$ cat src/hw/rtl/cds_pkg.sv
// Shared types, constants, calendar functions and microcode for the date stepper.
package cds_pkg;

   localparam int STEP_WIDTH = 16;
   localparam int PC_WIDTH = 4;
   localparam int DAY_WIDTH = 5;
   localparam int MONTH_WIDTH = 4;
   localparam int YEAR_WIDTH = 14;
   localparam int DIST_WIDTH = 22;
   localparam int REC_SHIFT = 19;

   localparam logic [YEAR_WIDTH-1:0] YEAR_MIN = 14'd1;
   localparam logic [YEAR_WIDTH-1:0] YEAR_MAX = 14'd9999;
   localparam logic [MONTH_WIDTH-1:0] MONTH_JAN = 4'd1;
   localparam logic [MONTH_WIDTH-1:0] MONTH_FEB = 4'd2;
   localparam logic [MONTH_WIDTH-1:0] MONTH_MAR = 4'd3;
   localparam logic [MONTH_WIDTH-1:0] MONTH_DEC = 4'd12;
   localparam logic [DAY_WIDTH-1:0] DAY_FIRST = 5'd1;
   localparam logic [DAY_WIDTH-1:0] DAY_LAST_DEC = 5'd31;
   localparam logic [12:0] REC_100 = 13'd5243;
   localparam logic [DIST_WIDTH-1:0] DAYS_PER_YEAR = 22'd365;
   localparam logic [DIST_WIDTH-1:0] DAY_BIAS = 22'd306;

   localparam logic [PC_WIDTH-1:0] ADDR_CHECK = 4'd0;
   localparam logic [PC_WIDTH-1:0] ADDR_LOAD = 4'd1;
   localparam logic [PC_WIDTH-1:0] ADDR_STEP = 4'd2;
   localparam logic [PC_WIDTH-1:0] ADDR_LOOP = 4'd3;
   localparam logic [PC_WIDTH-1:0] ADDR_FINISH = 4'd4;
   localparam logic [PC_WIDTH-1:0] ADDR_DIST = 4'd5;
   localparam logic [PC_WIDTH-1:0] ADDR_DN_CUR1 = 4'd6;
   localparam logic [PC_WIDTH-1:0] ADDR_DN_CUR2 = 4'd7;
   localparam logic [PC_WIDTH-1:0] ADDR_DN_IN1 = 4'd8;
   localparam logic [PC_WIDTH-1:0] ADDR_DN_IN2 = 4'd9;
   localparam logic [PC_WIDTH-1:0] ADDR_DIFF = 4'd10;

   typedef enum logic [1:0] {
      ACT_LOAD = 2'd0,
      ACT_FWD  = 2'd1,
      ACT_BACK = 2'd2,
      ACT_DIST = 2'd3
   } action_type;

   typedef enum logic [2:0] {
      OP_NOP,
      OP_CHECK,
      OP_LOAD,
      OP_STEP,
      OP_DN1,
      OP_DN2,
      OP_DIFF,
      OP_FINISH
   } op_type;

   typedef enum logic [2:0] {
      C_NEXT,
      C_ALWAYS,
      C_DISPATCH,
      C_CUR_BAD,
      C_STEP_MORE,
      C_DIST_SKIP
   } cond_type;

   typedef struct packed {
      op_type op;
      logic sel_in;
      cond_type cond;
      logic [PC_WIDTH-1:0] target;
   } uword_type;

   typedef struct packed {
      op_type op;
      logic sel_in;
   } dp_ctrl_type;

   typedef struct packed {
      action_type action;
      logic in_ok;
      logic cur_ok;
      logic step_more;
   } dp_stat_type;

   function automatic logic leap_year(input logic [YEAR_WIDTH-1:0] y);
      logic [26:0] prod;
      logic [7:0] q;
      logic [YEAR_WIDTH-1:0] r;
      prod = 27'(y) * 27'(REC_100);
      q = prod[26:REC_SHIFT];
      r = y - YEAR_WIDTH'(q) * 14'd100;
      return ((y[1:0] == 2'd0) && (r != '0)) || ((r == '0) && (q[1:0] == 2'd0));
   endfunction

   function automatic logic [DAY_WIDTH-1:0] month_len(input logic [MONTH_WIDTH-1:0] m,
                                                     input logic leap);
      logic [DAY_WIDTH-1:0] len;
      case (m)
         4'd2:                      len = leap ? 5'd29 : 5'd28;
         4'd4, 4'd6, 4'd9, 4'd11:   len = 5'd30;
         default:                   len = 5'd31;
      endcase
      return len;
   endfunction

   function automatic logic valid_date(input logic [DAY_WIDTH-1:0] d,
                                       input logic [MONTH_WIDTH-1:0] m,
                                       input logic [YEAR_WIDTH-1:0] y);
      logic ok;
      ok = (y >= YEAR_MIN) && (y <= YEAR_MAX) && (m >= MONTH_JAN) && (m <= MONTH_DEC)
           && (d >= DAY_FIRST) && (d <= month_len(m, leap_year(y)));
      return ok;
   endfunction

   function automatic logic [8:0] month_offset(input logic [MONTH_WIDTH-1:0] m);
      logic [8:0] off;
      case (m)
         4'd1:    off = 9'd306;
         4'd2:    off = 9'd337;
         4'd3:    off = 9'd0;
         4'd4:    off = 9'd31;
         4'd5:    off = 9'd61;
         4'd6:    off = 9'd92;
         4'd7:    off = 9'd122;
         4'd8:    off = 9'd153;
         4'd9:    off = 9'd184;
         4'd10:   off = 9'd214;
         4'd11:   off = 9'd245;
         4'd12:   off = 9'd275;
         default: off = 9'd0;
      endcase
      return off;
   endfunction

   function automatic uword_type ucode(input logic [PC_WIDTH-1:0] pc);
      uword_type w;
      case (pc)
         ADDR_CHECK:   w = '{OP_CHECK,  1'b0, C_DISPATCH,  ADDR_LOAD};
         ADDR_LOAD:    w = '{OP_LOAD,   1'b1, C_ALWAYS,    ADDR_FINISH};
         ADDR_STEP:    w = '{OP_NOP,    1'b0, C_CUR_BAD,   ADDR_FINISH};
         ADDR_LOOP:    w = '{OP_STEP,   1'b0, C_STEP_MORE, ADDR_LOOP};
         ADDR_FINISH:  w = '{OP_FINISH, 1'b0, C_NEXT,      ADDR_CHECK};
         ADDR_DIST:    w = '{OP_NOP,    1'b0, C_DIST_SKIP, ADDR_FINISH};
         ADDR_DN_CUR1: w = '{OP_DN1,    1'b0, C_NEXT,      ADDR_CHECK};
         ADDR_DN_CUR2: w = '{OP_DN2,    1'b0, C_NEXT,      ADDR_CHECK};
         ADDR_DN_IN1:  w = '{OP_DN1,    1'b1, C_NEXT,      ADDR_CHECK};
         ADDR_DN_IN2:  w = '{OP_DN2,    1'b1, C_NEXT,      ADDR_CHECK};
         ADDR_DIFF:    w = '{OP_DIFF,   1'b0, C_ALWAYS,    ADDR_FINISH};
         default:      w = '{OP_FINISH, 1'b0, C_NEXT,      ADDR_CHECK};
      endcase
      return w;
   endfunction

endpackage

$ cat src/hw/rtl/cds_sequencer.sv
// Microcode sequencer: step counter, control ROM and conditional jumps.
module cds_sequencer (
   input  logic                  clock,
   input  logic                  reset,
   input  logic                  accept,
   input  cds_pkg::dp_stat_type  stat,
   output cds_pkg::dp_ctrl_type  ctrl,
   output logic                  busy
);

   logic                         running_ff, running_in;
   logic [cds_pkg::PC_WIDTH-1:0] pc_ff, pc_in;
   cds_pkg::uword_type           word;
   logic                         taken;
   logic [cds_pkg::PC_WIDTH-1:0] target;

   always_ff @(posedge clock) begin
      if (reset) begin
         running_ff <= 1'b0;
         pc_ff      <= cds_pkg::ADDR_CHECK;
      end else begin
         running_ff <= running_in;
         pc_ff      <= pc_in;
      end
   end

   always_comb begin
      word   = cds_pkg::ucode(pc_ff);
      taken  = 1'b0;
      target = word.target;
      case (word.cond)
         cds_pkg::C_NEXT:      taken = 1'b0;
         cds_pkg::C_ALWAYS:    taken = 1'b1;
         cds_pkg::C_DISPATCH: begin
            taken = 1'b1;
            case (stat.action)
               cds_pkg::ACT_LOAD: target = cds_pkg::ADDR_LOAD;
               cds_pkg::ACT_FWD:  target = cds_pkg::ADDR_STEP;
               cds_pkg::ACT_BACK: target = cds_pkg::ADDR_STEP;
               default:           target = cds_pkg::ADDR_DIST;
            endcase
         end
         cds_pkg::C_CUR_BAD:   taken = !stat.cur_ok;
         cds_pkg::C_STEP_MORE: taken = stat.step_more;
         cds_pkg::C_DIST_SKIP: taken = !(stat.in_ok && stat.cur_ok);
         default:              taken = 1'b0;
      endcase

      running_in = running_ff;
      pc_in      = pc_ff;
      if (!running_ff) begin
         if (accept) begin
            running_in = 1'b1;
            pc_in      = cds_pkg::ADDR_CHECK;
         end
      end else if (word.op == cds_pkg::OP_FINISH) begin
         running_in = 1'b0;
      end else begin
         pc_in = taken ? target : pc_ff + 1'b1;
      end

      ctrl.op     = running_ff ? word.op : cds_pkg::OP_NOP;
      ctrl.sel_in = word.sel_in;
   end

   assign busy = running_ff;

endmodule

$ cat src/hw/rtl/cds_datapath.sv
// Datapath: stored date, step count, day-number arithmetic and result registers.
module cds_datapath (
   input  logic                            clock,
   input  logic                            reset,
   input  logic                            accept,
   input  logic [1:0]                      req_action,
   input  logic [cds_pkg::DAY_WIDTH-1:0]   req_in_day,
   input  logic [cds_pkg::MONTH_WIDTH-1:0] req_in_month,
   input  logic [cds_pkg::YEAR_WIDTH-1:0]  req_in_year,
   input  logic [15:0]                     req_step_count,
   input  cds_pkg::dp_ctrl_type            ctrl,
   output cds_pkg::dp_stat_type            stat,
   output logic                            rsp_strobe,
   output logic [cds_pkg::DAY_WIDTH-1:0]   rsp_out_day,
   output logic [cds_pkg::MONTH_WIDTH-1:0] rsp_out_month,
   output logic [cds_pkg::YEAR_WIDTH-1:0]  rsp_out_year,
   output logic                            rsp_date_ok,
   output logic                            rsp_range_error,
   output logic [cds_pkg::DIST_WIDTH-1:0]  rsp_distance
);

   logic [cds_pkg::DAY_WIDTH-1:0]   cur_day_ff, cur_day_in;
   logic [cds_pkg::MONTH_WIDTH-1:0] cur_month_ff, cur_month_in;
   logic [cds_pkg::YEAR_WIDTH-1:0]  cur_year_ff, cur_year_in;
   logic [cds_pkg::STEP_WIDTH-1:0]  cnt_ff, cnt_in;
   logic                            strobe_ff;
   cds_pkg::action_type             action_ff;
   logic [cds_pkg::DAY_WIDTH-1:0]   in_day_ff;
   logic [cds_pkg::MONTH_WIDTH-1:0] in_month_ff;
   logic [cds_pkg::YEAR_WIDTH-1:0]  in_year_ff;
   logic                            in_ok_ff, cur_ok_ff, ok_ff, rerr_ff;
   logic [6:0]                      q100_ff;
   logic [cds_pkg::DIST_WIDTH-1:0]  base_ff, acc_a_ff, acc_b_ff, dist_ff;

   logic                            leap_cur, movable, back_dir;
   logic [cds_pkg::DAY_WIDTH-1:0]   mlen_cur, mlen_prev, nx_day;
   logic [cds_pkg::MONTH_WIDTH-1:0] nx_month;
   logic [cds_pkg::YEAR_WIDTH-1:0]  nx_year;
   logic [cds_pkg::DAY_WIDTH-1:0]   src_day;
   logic [cds_pkg::MONTH_WIDTH-1:0] src_month;
   logic [cds_pkg::YEAR_WIDTH-1:0]  src_year, shift_year;
   logic [26:0]                     q_prod;
   logic [cds_pkg::DIST_WIDTH-1:0]  base_val, dn_val;

   always_comb begin
      back_dir  = (action_ff == cds_pkg::ACT_BACK);
      leap_cur  = cds_pkg::leap_year(cur_year_ff);
      mlen_cur  = cds_pkg::month_len(cur_month_ff, leap_cur);
      mlen_prev = cds_pkg::month_len(cur_month_ff - 1'b1, leap_cur);
      nx_day    = cur_day_ff;
      nx_month  = cur_month_ff;
      nx_year   = cur_year_ff;
      movable   = 1'b1;
      if (!back_dir) begin
         if (cur_day_ff < mlen_cur) begin
            nx_day = cur_day_ff + 1'b1;
         end else if (cur_month_ff < cds_pkg::MONTH_DEC) begin
            nx_day   = cds_pkg::DAY_FIRST;
            nx_month = cur_month_ff + 1'b1;
         end else if (cur_year_ff < cds_pkg::YEAR_MAX) begin
            nx_day   = cds_pkg::DAY_FIRST;
            nx_month = cds_pkg::MONTH_JAN;
            nx_year  = cur_year_ff + 1'b1;
         end else begin
            movable = 1'b0;
         end
      end else begin
         if (cur_day_ff > cds_pkg::DAY_FIRST) begin
            nx_day = cur_day_ff - 1'b1;
         end else if (cur_month_ff > cds_pkg::MONTH_JAN) begin
            nx_month = cur_month_ff - 1'b1;
            nx_day   = mlen_prev;
         end else if (cur_year_ff > cds_pkg::YEAR_MIN) begin
            nx_year  = cur_year_ff - 1'b1;
            nx_month = cds_pkg::MONTH_DEC;
            nx_day   = cds_pkg::DAY_LAST_DEC;
         end else begin
            movable = 1'b0;
         end
      end

      src_day    = ctrl.sel_in ? in_day_ff : cur_day_ff;
      src_month  = ctrl.sel_in ? in_month_ff : cur_month_ff;
      src_year   = ctrl.sel_in ? in_year_ff : cur_year_ff;
      shift_year = (src_month < cds_pkg::MONTH_MAR) ? src_year - 1'b1 : src_year;
      q_prod     = 27'(shift_year) * 27'(cds_pkg::REC_100);
      base_val   = cds_pkg::DIST_WIDTH'(shift_year) * cds_pkg::DAYS_PER_YEAR
                   + cds_pkg::DIST_WIDTH'(shift_year >> 2)
                   + cds_pkg::DIST_WIDTH'(cds_pkg::month_offset(src_month))
                   + cds_pkg::DIST_WIDTH'(src_day);
      dn_val     = base_ff + cds_pkg::DIST_WIDTH'(q100_ff >> 2)
                   - cds_pkg::DIST_WIDTH'(q100_ff) - cds_pkg::DAY_BIAS;

      cur_day_in   = cur_day_ff;
      cur_month_in = cur_month_ff;
      cur_year_in  = cur_year_ff;
      cnt_in       = cnt_ff;
      if (accept) begin
         cnt_in = cds_pkg::STEP_WIDTH'(req_step_count);
      end
      case (ctrl.op)
         cds_pkg::OP_LOAD: begin
            if (in_ok_ff) begin
               cur_day_in   = in_day_ff;
               cur_month_in = in_month_ff;
               cur_year_in  = in_year_ff;
            end
         end
         cds_pkg::OP_STEP: begin
            if (cnt_ff != '0) begin
               if (movable) begin
                  cur_day_in   = nx_day;
                  cur_month_in = nx_month;
                  cur_year_in  = nx_year;
                  cnt_in       = cnt_ff - 1'b1;
               end else begin
                  cnt_in = '0;
               end
            end
         end
         cds_pkg::OP_FINISH: cnt_in = '0;
         default: ;
      endcase
   end

   always_ff @(posedge clock) begin
      if (reset) begin
         cur_day_ff   <= '0;
         cur_month_ff <= '0;
         cur_year_ff  <= '0;
         cnt_ff       <= '0;
         strobe_ff    <= 1'b0;
      end else begin
         cur_day_ff   <= cur_day_in;
         cur_month_ff <= cur_month_in;
         cur_year_ff  <= cur_year_in;
         cnt_ff       <= cnt_in;
         strobe_ff    <= (ctrl.op == cds_pkg::OP_FINISH);
      end
   end

   always_ff @(posedge clock) begin
      if (accept) begin
         action_ff   <= cds_pkg::action_type'(req_action);
         in_day_ff   <= req_in_day;
         in_month_ff <= req_in_month;
         in_year_ff  <= req_in_year;
      end
      case (ctrl.op)
         cds_pkg::OP_CHECK: begin
            in_ok_ff  <= cds_pkg::valid_date(in_day_ff, in_month_ff, in_year_ff);
            cur_ok_ff <= cds_pkg::valid_date(cur_day_ff, cur_month_ff, cur_year_ff);
            ok_ff     <= (action_ff == cds_pkg::ACT_FWD || action_ff == cds_pkg::ACT_BACK)
                         ? cds_pkg::valid_date(cur_day_ff, cur_month_ff, cur_year_ff)
                         : cds_pkg::valid_date(in_day_ff, in_month_ff, in_year_ff);
            rerr_ff   <= 1'b0;
            dist_ff   <= '0;
         end
         cds_pkg::OP_STEP: begin
            if (cnt_ff != '0 && !movable) begin
               rerr_ff <= 1'b1;
            end
         end
         cds_pkg::OP_DN1: begin
            q100_ff <= q_prod[25:cds_pkg::REC_SHIFT];
            base_ff <= base_val;
         end
         cds_pkg::OP_DN2: begin
            acc_a_ff <= dn_val;
            acc_b_ff <= acc_a_ff;
         end
         cds_pkg::OP_DIFF: begin
            dist_ff <= (acc_a_ff >= acc_b_ff) ? acc_a_ff - acc_b_ff : acc_b_ff - acc_a_ff;
         end
         default: ;
      endcase
   end

   assign stat.action    = action_ff;
   assign stat.in_ok     = in_ok_ff;
   assign stat.cur_ok    = cur_ok_ff;
   assign stat.step_more = (cnt_ff > cds_pkg::STEP_WIDTH'(1)) && movable;

   assign rsp_strobe      = strobe_ff;
   assign rsp_out_day     = cur_day_ff;
   assign rsp_out_month   = cur_month_ff;
   assign rsp_out_year    = cur_year_ff;
   assign rsp_date_ok     = ok_ff;
   assign rsp_range_error = rerr_ff;
   assign rsp_distance    = dist_ff;

endmodule

$ cat src/hw/rtl/calendar_date_stepper_top.sv
// Top level of the calendar date stepper: sequencer and datapath.
//
// A request is taken when start is high and busy is low; its response appears for
// one cycle with rsp_strobe and cannot be held off, and the next request may be
// taken in that same cycle. A forward or backward step runs for the step count,
// stops early when a year limit is reached and skips the loop when no date is
// stored; a distance skips the day-number work when either date is invalid.
// Stepping advances one day per cycle in a single-instruction loop, and each day
// number takes two steps of the shared day-number datapath. No clearing pass
// follows reset.
module calendar_date_stepper_top (
   input  logic                            clock,
   input  logic                            reset,
   input  logic                            start,
   output logic                            busy,
   input  logic [1:0]                      req_action,
   input  logic [cds_pkg::DAY_WIDTH-1:0]   req_in_day,
   input  logic [cds_pkg::MONTH_WIDTH-1:0] req_in_month,
   input  logic [cds_pkg::YEAR_WIDTH-1:0]  req_in_year,
   input  logic [15:0]                     req_step_count,
   output logic                            rsp_strobe,
   output logic [cds_pkg::DAY_WIDTH-1:0]   rsp_out_day,
   output logic [cds_pkg::MONTH_WIDTH-1:0] rsp_out_month,
   output logic [cds_pkg::YEAR_WIDTH-1:0]  rsp_out_year,
   output logic                            rsp_date_ok,
   output logic                            rsp_range_error,
   output logic [cds_pkg::DIST_WIDTH-1:0]  rsp_distance
);

   logic                 accept;
   cds_pkg::dp_ctrl_type ctrl;
   cds_pkg::dp_stat_type stat;

   assign accept = start && !busy;

   cds_sequencer u_seq (
      .clock  (clock),
      .reset  (reset),
      .accept (accept),
      .stat   (stat),
      .ctrl   (ctrl),
      .busy   (busy)
   );

   cds_datapath u_dp (
      .clock           (clock),
      .reset           (reset),
      .accept          (accept),
      .req_action      (req_action),
      .req_in_day      (req_in_day),
      .req_in_month    (req_in_month),
      .req_in_year     (req_in_year),
      .req_step_count  (req_step_count),
      .ctrl            (ctrl),
      .stat            (stat),
      .rsp_strobe      (rsp_strobe),
      .rsp_out_day     (rsp_out_day),
      .rsp_out_month   (rsp_out_month),
      .rsp_out_year    (rsp_out_year),
      .rsp_date_ok     (rsp_date_ok),
      .rsp_range_error (rsp_range_error),
      .rsp_distance    (rsp_distance)
   );

endmodule

$ cat config.mk
export PLATFORM = sky130hd
export DESIGN_NAME = calendar_date_stepper_top
export DESIGN_NICKNAME = d
export VERILOG_FILES = /design/src/hw/rtl/cds_pkg.sv /design/src/hw/rtl/cds_sequencer.sv /design/src/hw/rtl/cds_datapath.sv /design/src/hw/rtl/calendar_date_stepper_top.sv
export SDC_FILE = /design/constraint.sdc
export NUM_CORES = 1
export LEC_CHECK = 0
export BUFFER_PORTS_ARGS = -buffer_cell sky130_fd_sc_hd__buf_2
export CAP_MARGIN = 20
export CORE_MARGIN = 1
export CORE_UTILIZATION = 45
export CTS_BUF_LIST = sky130_fd_sc_hd__clkbuf_8
export CTS_CLUSTER_SIZE = 20
export DETAILED_ROUTE_END_ITERATION = 16
export HOLD_SLACK_MARGIN = 0.06
export PLACE_DENSITY = 0.63
export SLEW_MARGIN = 20
export SYNTH_ARGS = -nofsm -noshare
export SYNTH_HDL_FRONTEND = slang
export SYNTH_SLANG_ARGS = --single-unit
export TNS_END_PERCENT = 1
$ cat constraint.sdc
create_clock -name clock -period 15.1 [get_ports clock]
set_input_delay 1.51 -clock clock [delete_from_list [all_inputs] [get_ports clock]]
set_output_delay 1.51 -clock clock [all_outputs]
set_load 0.05 [all_outputs]
# Word-level counts from Yosys, hierarchy flattened
# Memory sizes are Yosys's and may differ from the RTL's. A register that Yosys moved wholly into a read port is not among the register bits.
# Cells that the tools add are included.
op_classes:
  add_sub_neg: 19
  order_cmp: 21
  mux: 73
  mul: 6
  reduce_logical: 49
  eq_ne: 45
ops:
  columns: ["cell", "count"]
  rows:
  - ["2-to-1 mux 14 bit", 12]
  - ["2-to-1 mux 4 bit", 18]
  - ["2-to-1 mux 5 bit", 13]
  - ["multiplier 14 x 13 -> 27 bit (second input constant)", 2]
  - ["2-to-1 mux 16 bit", 3]
  - ["adder 22 x 5 -> 22 bit", 2]
  - ["one-hot mux 22 bit (2 select lines)", 1]
  - ["subtractor 22 bit", 2]
  - ["one-hot mux 5 bit (2 select lines)", 4]
  - ["one-hot mux 16 bit (2 select lines)", 1]
  - ["greater-or-equal comparator 14 x 1 -> 1 bit (second input constant)", 2]
  - ["less-or-equal comparator 14 bit (second input constant)", 2]
  - ["zero test 14 bit", 2]
  - ["one-hot mux 14 bit (2 select lines)", 1]
  - ["nonzero test 14 bit", 2]
  - ["subtractor 14 x 1 -> 14 bit (second input constant)", 2]
  - ["subtractor 14 bit", 2]
  - ["multiplier 14 x 13 -> 26 bit (second input constant)", 1]
  - ["equality test 4 x 3 -> 1 bit (second input constant)", 6]
  - ["equality test 4 bit (second input constant)", 6]
  - ["multiplier 8 x 5 -> 12 bit (second input constant)", 2]
  - ["adder 22 x 12 -> 22 bit", 1]
  - ["adder 22 x 9 -> 22 bit", 1]
  - ["greater-or-equal comparator 22 bit", 1]
  - ["55 further kinds", 124]
totals:
  inputBits: 44
  n_memories: 2
  reg_bits: 169
  output_inout_bits: 49
  romBits: 304
memory_table:
  columns: ["name", "depth", "word_bits", "rd", "rd_clocked_by_memory_dff", "wr", "line", "source"]
  rows:
  - ["(name not given)", 16, 10, 1, 1, 0, "cds_pkg.sv:134", "case (pc)"]
  - ["(name not given)", 16, 9, 1, 0, 0, "cds_pkg.sv:114", "case (m)"]

# Longest topological paths before layout
depth:
  word_depth: 18
  depth_mapped: 52
  ltp_nobuf: 52

# Cells and area by module
# Synthesis repeated with hierarchy kept, for this count alone.
unflattened:
  hier_cells: 2918
  hier_area_um2: 27461.3
modules_own_cells:
  columns: ["module", "cells_each", "n_inst", "area_each_um2"]
  rows:
  - ["cds_datapath", 2831, 1, 26613.0]
  - ["cds_sequencer", 86, 1, 834.6]
  - ["calendar_date_stepper_top", 1, 1, 13.8]

# Worst setup path after synthesis
# No wires, ideal clock.
synth_timing:
  path_kind: "register to register"
  from: "register u_dp.cur_year_ff, in the netlist u_dp.rsp_out_year[5]"
  to: "register u_seq.word[8] (netlist name)"
  setup_time_ps: 115
  stages_incl_launch_ff: 50
  setup_slack_ps: 4026
  required_time_ps: 14985
  arrival_time_ps: 10959
  path_cell_list: "dfxtp_1 -> inv_1 -> fa_1 -> inv_1 -> ha_1 -> fa_1 -> fa_1 -> inv_1 -> fa_1 -> inv_1 -> ha_1 -> a211oi_1 -> nor2_1 -> o31ai_2 -> o211ai_1 -> a31oi_1 -> o21bai_1 -> a21oi_1 -> (+14 left out) -> a21oi_1 -> a2111oi_0 -> o2111ai_1 -> nand2_1 -> a311oi_1 -> ha_1 -> nor2b_1 -> o2111ai_1 -> nand2b_1 -> o32a_1 -> a41o_1 -> o311a_1 -> o31ai_1 -> nor2b_1 -> inv_1 -> ha_1 -> inv_1 -> o21a_1"
synth_between:
  elab_chain_len: 18
  elab_cells_between_ends: 28
  classes_between: "1 x add/sub; 2 x mul; 3 x order compare; 15 x mux; 7 x reduce/logical"
synth_rtl:
  columns: ["element", "line", "source"]
  rows:
  - ["from (decl)", "cds_datapath.sv:24", "logic [cds_pkg::YEAR_WIDTH-1:0] cur_year_ff, cur_year_in;"]
  - ["from (signal assigned)", "cds_datapath.sv:136", "cur_year_ff <= cur_year_in;"]
  - ["multiplier 14 x 13 -> 27 bit", "cds_pkg.sv:86", "prod = 27'(y) * 27'(REC_100);"]
  - ["multiplier 8 x 5 -> 12 bit", "cds_pkg.sv:88", "r = y - YEAR_WIDTH'(q) * 14'd100;"]
  - ["subtractor 14 bit", "cds_pkg.sv:88", null]
  - ["nonzero test 14 bit / zero test 14 bit (equally long branches)", "cds_pkg.sv:89", "return ((y[1:0] == 2'd0) && (r != '0)) || ((r == '0) && (q[1:0] == 2'd0));"]
  - ["logical AND 1 bit", "cds_pkg.sv:89", null]
  - ["logical OR 1 bit", "cds_pkg.sv:89", null]
  - ["2-to-1 mux 1 bit", "cds_pkg.sv:96", "4'd2: len = leap ? 5'd29 : 5'd28;"]
  - ["one-hot mux 5 bit (2 select lines)", "cds_pkg.sv:95", "case (m)"]
  - ["less-than comparator 5 bit", "cds_datapath.sv:55", "if (cur_day_ff < mlen_cur) begin"]
  - ["2-to-1 mux 1 bit", "cds_datapath.sv:55", null]
  - ["2-to-1 mux 1 bit *", "cds_datapath.sv:54", "if (!back_dir) begin"]
  - ["logical AND 1 bit *", "cds_datapath.sv:182", "assign stat.step_more = (cnt_ff > cds_pkg::STEP_WIDTH'(1)) && movable;"]
  - ["one-hot mux 1 bit (4 select lines) *", "cds_sequencer.sv:31", "case (word.cond)"]
  - ["2-to-1 mux 4 bit *", "cds_sequencer.sv:59", "pc_in = taken ? target : pc_ff + 1'b1;"]
  - ["2-to-1 mux 4 bit *", "cds_sequencer.sv:56", "end else if (word.op == cds_pkg::OP_FINISH) begin"]
  - ["2-to-1 mux 4 bit *", "cds_sequencer.sv:51", "if (!running_ff) begin"]
  - ["2-to-1 mux 4 bit (no source line) * (2 in a row)", null, null]
# Mark *: on every way between the ends. The rest lies on a longest branch, timed or not. The select of a mux whose other input is x is not followed.
# A chain may end at the register's enable or synchronous reset.

# Final worst setup path
layout_timing:
  from: "register u_dp.cur_year_ff, in the netlist u_dp.rsp_out_year[10]"
  to: "register u_seq.word[4] (netlist name)"
layout_between:
  elab_chain_len: 18
  elab_cells_between_ends: 28
  classes_between: "1 x add/sub; 2 x mul; 3 x order compare; 15 x mux; 7 x reduce/logical"
layout_rtl:
  columns: ["element", "line"]
  rows:
  - ["multiplier 14 x 13 -> 27 bit", "cds_pkg.sv:86"]
  - ["multiplier 8 x 5 -> 12 bit", "cds_pkg.sv:88"]
  - ["subtractor 14 bit", "cds_pkg.sv:88"]
  - ["nonzero test 14 bit / zero test 14 bit (equally long branches)", "cds_pkg.sv:89"]
  - ["logical AND 1 bit", "cds_pkg.sv:89"]
  - ["logical OR 1 bit", "cds_pkg.sv:89"]
  - ["2-to-1 mux 1 bit", "cds_pkg.sv:96"]
  - ["one-hot mux 5 bit (2 select lines)", "cds_pkg.sv:95"]
  - ["less-than comparator 5 bit", "cds_datapath.sv:55"]
  - ["2-to-1 mux 1 bit", "cds_datapath.sv:55"]
  - ["2-to-1 mux 1 bit *", "cds_datapath.sv:54"]
  - ["logical AND 1 bit *", "cds_datapath.sv:182"]
  - ["one-hot mux 1 bit (4 select lines) *", "cds_sequencer.sv:31"]
  - ["2-to-1 mux 4 bit *", "cds_sequencer.sv:59"]
  - ["2-to-1 mux 4 bit *", "cds_sequencer.sv:56"]
  - ["2-to-1 mux 4 bit *", "cds_sequencer.sv:51"]
  - ["2-to-1 mux 4 bit (no source line) * (2 in a row)", null]
# Marked as above.

==> out/results.ini <==
[global_routing]
track_usage_pct = 22.2
grt_pass1_wl_um = 111000
antenna_found_initial = 0
grt_max_degree = 51
grt_pass1_vias = 21470
overflow = 0

[placed_design]
gp_congestion = 0.897
hpwl_um = 55200
placed_cell_area_um2 = 28900
dpl.cell_count = 3771
port_buffers = 92

[yosys]
ys.flop_type = edfxtp_1
synth.largest_area_cell = ha_1
synth_edf_count = 124
ys_types = 90
avgSynthCellArea_um2 = 9.38
ys_ff_latch = 178
seq_area_frac_synth_pct = 17.5
synthTopCellsByCount = inv_1 (595), ha_1 (563), fa_1 (265)
synthArstFlopShare_pct = 0
yosysMostFrequentCell = inv_1
yosysWarningCount = 0
synth_top_area_share_pct = 25.6
syn_area_um2 = 27500
syn_inst = 2931
syn_nets = 3803
ys_top_cells_by_area = ha_1 (26%), fa_1 (19%), edfxtp_1 (14%)

[floorplanning]
core_area_um2 = 60400
rows = 90
top_level_ports = 93
fp.dieH_um = 249
fp.dieArea_um2 = 62100
die_w_um = 249
initial_core_util_pct = 45.6

[timing]
fin_tns_setup_ns = 0
maxSlewViolCount = 0
worst_pin_slew_ns = 0.943
rsz0062_at_grt = false
fmax_mhz = 81.3
setup_viol = 0
clock_skew_ns = 0.0249
max-slew-margin-rel_pct = 36.7
fin_crit_sh_pct = 81.5
min_period_ns = 12.30
final-hold-violation-count = 0

[cells_and_area]
fin_cells = 3802
finish.instance_area_um2 = 29300
num_antenna_cells = 0
drive_gt1_share_pct = 6.32
final_core_util_pct = 48.5
fin_nets = 3880
area_growth_pct = 6.44

[worst_setup_path]
cpPeakStageDelay_ns = 0.91
cp.required_ns = 15.53
crit_type = flip-flop to flip-flop
critPathLaunchType = flip-flop
worstSetupEndpointType = flip-flop
critPathMaxFanout = 14
critPathTopFamily = adder cells
crit_buf_inv = 8
slowest_stage = dfxtp_1
crit_arrival_ns = 12.73

[hold_path]
holdCritPathClass = flip-flop to flip-flop

[clock_tree]
hold_buffers = 0
cts_setup_buffers = 0
h-tree-depth = 4
numCtsBuffers = 17
clockBufferDepth = 2
clk_pin_slew_ns = 0.12
clockRootBuffer = clkbuf_8
cts_tree = done
post_cts_resized = 0
clock_latency_ns = 0.55
cts_sinks = 178

[status]
status = finished, final reports clean

[detailed_routing]
drc_errors = 0
ant_nets = 0
dr_total_vias = 20611
dr.pass1.iters = 6
drt_iter0_drc = 1184
wl_per_cell_um = 17.5
viasPerCell = 5.42
wl_um = 66700

[flow_run]
cap_violations = 0

## logic make-up after synthesis
kind of cell / Yosys count / synth area share (%)
flops: 178 / 17.5
fa+ha+maj: 828 / 44.9
buf+inv: 651 / 8.98
xor+xnor: 126 / 4.01
compound gates: 527 / 12.8
mux: 46 / 1.78
simple gates: 575 / 10.1
## metal layers
metal	share of wire (%)	global-route usage [%]
met1	48	30.8
met2	46	36.6
met3	3.9	2.63
met4	1.8	5.63
met5	0	0
## cell usage in the layout (no fill, tap or decap), drive strengths merged, types with 24 or more instances in the layout
master	instances
nor2b	27
nand2	141
nor2	169
xnor2	88
a21oi	150
and3	24
inv	605
o21ai	110
mux2i	38
xor2	38
nor3	60
a21o	42
buf	111
dfxtp	54
fa	265
nand3	44
ha	563
edfxtp	124
## flip-flops by register name, summed over array words and instances (netlist names), 2 cells and up
signal              count
u_seq.pc_ff             4
u_dp.q100_ff            7
u_dp.action_ff          2
u_dp.in_month_ff        4
u_dp.base_ff           22
u_dp.rsp_out_day        5
u_dp.rsp_out_month      4
u_dp.cnt_ff            16
u_dp.in_day_ff          5
u_dp.in_year_ff        14
u_dp.acc_b_ff          22
u_dp.rsp_out_year      14
u_dp.acc_a_ff          22
u_seq.word              9
u_dp.rsp_distance      22
## final timing paths
kind | startpoint | end | slack [ns] | cells after the start
setup / recovery | u_dp.rsp_out_year[10]$_SDFFE_PP0P_ | u_seq.word[4]$_DFF_P_ | 2.80 | 50
setup reg to reg | u_dp.rsp_out_year[10]$_SDFFE_PP0P_ | u_seq.word[4]$_DFF_P_ | 2.80 | 50
hold / removal | u_dp.acc_a_ff[7]$_DFFE_PN_ | u_dp.acc_b_ff[7]$_DFFE_PN_ | 0.50 | 0
hold reg to reg | u_dp.acc_a_ff[7]$_DFFE_PN_ | u_dp.acc_b_ff[7]$_DFFE_PN_ | 0.50 | 0
## per-stage QoR
stage | hold slack (ns) | setup WS [ns]
2_1_floorplan | 0.431 | 4.03
3_3_place_gp | 0.457 | 3.41
3_5_place_dp | 0.481 | 2.90
4_1_cts | 0.505 | 2.80
5_1_grt | 0.521 | 1.79
6_report | 0.499 | 2.80
## layout make-up
type	count	area, um^2
Multi-Input combinational cell	2102	20200
Fill cell	5632	31100
Sequential cell	178	4810
Tap cell	782	978
Timing Repair Buffer	111	603
Clock buffer	17	234
Clock inverter	14	168
Inverter	598	2250
Power is left out: the tool's default activity adds up to more than one toggle a clock period on the data nets, which glitch-free logic cannot reach.
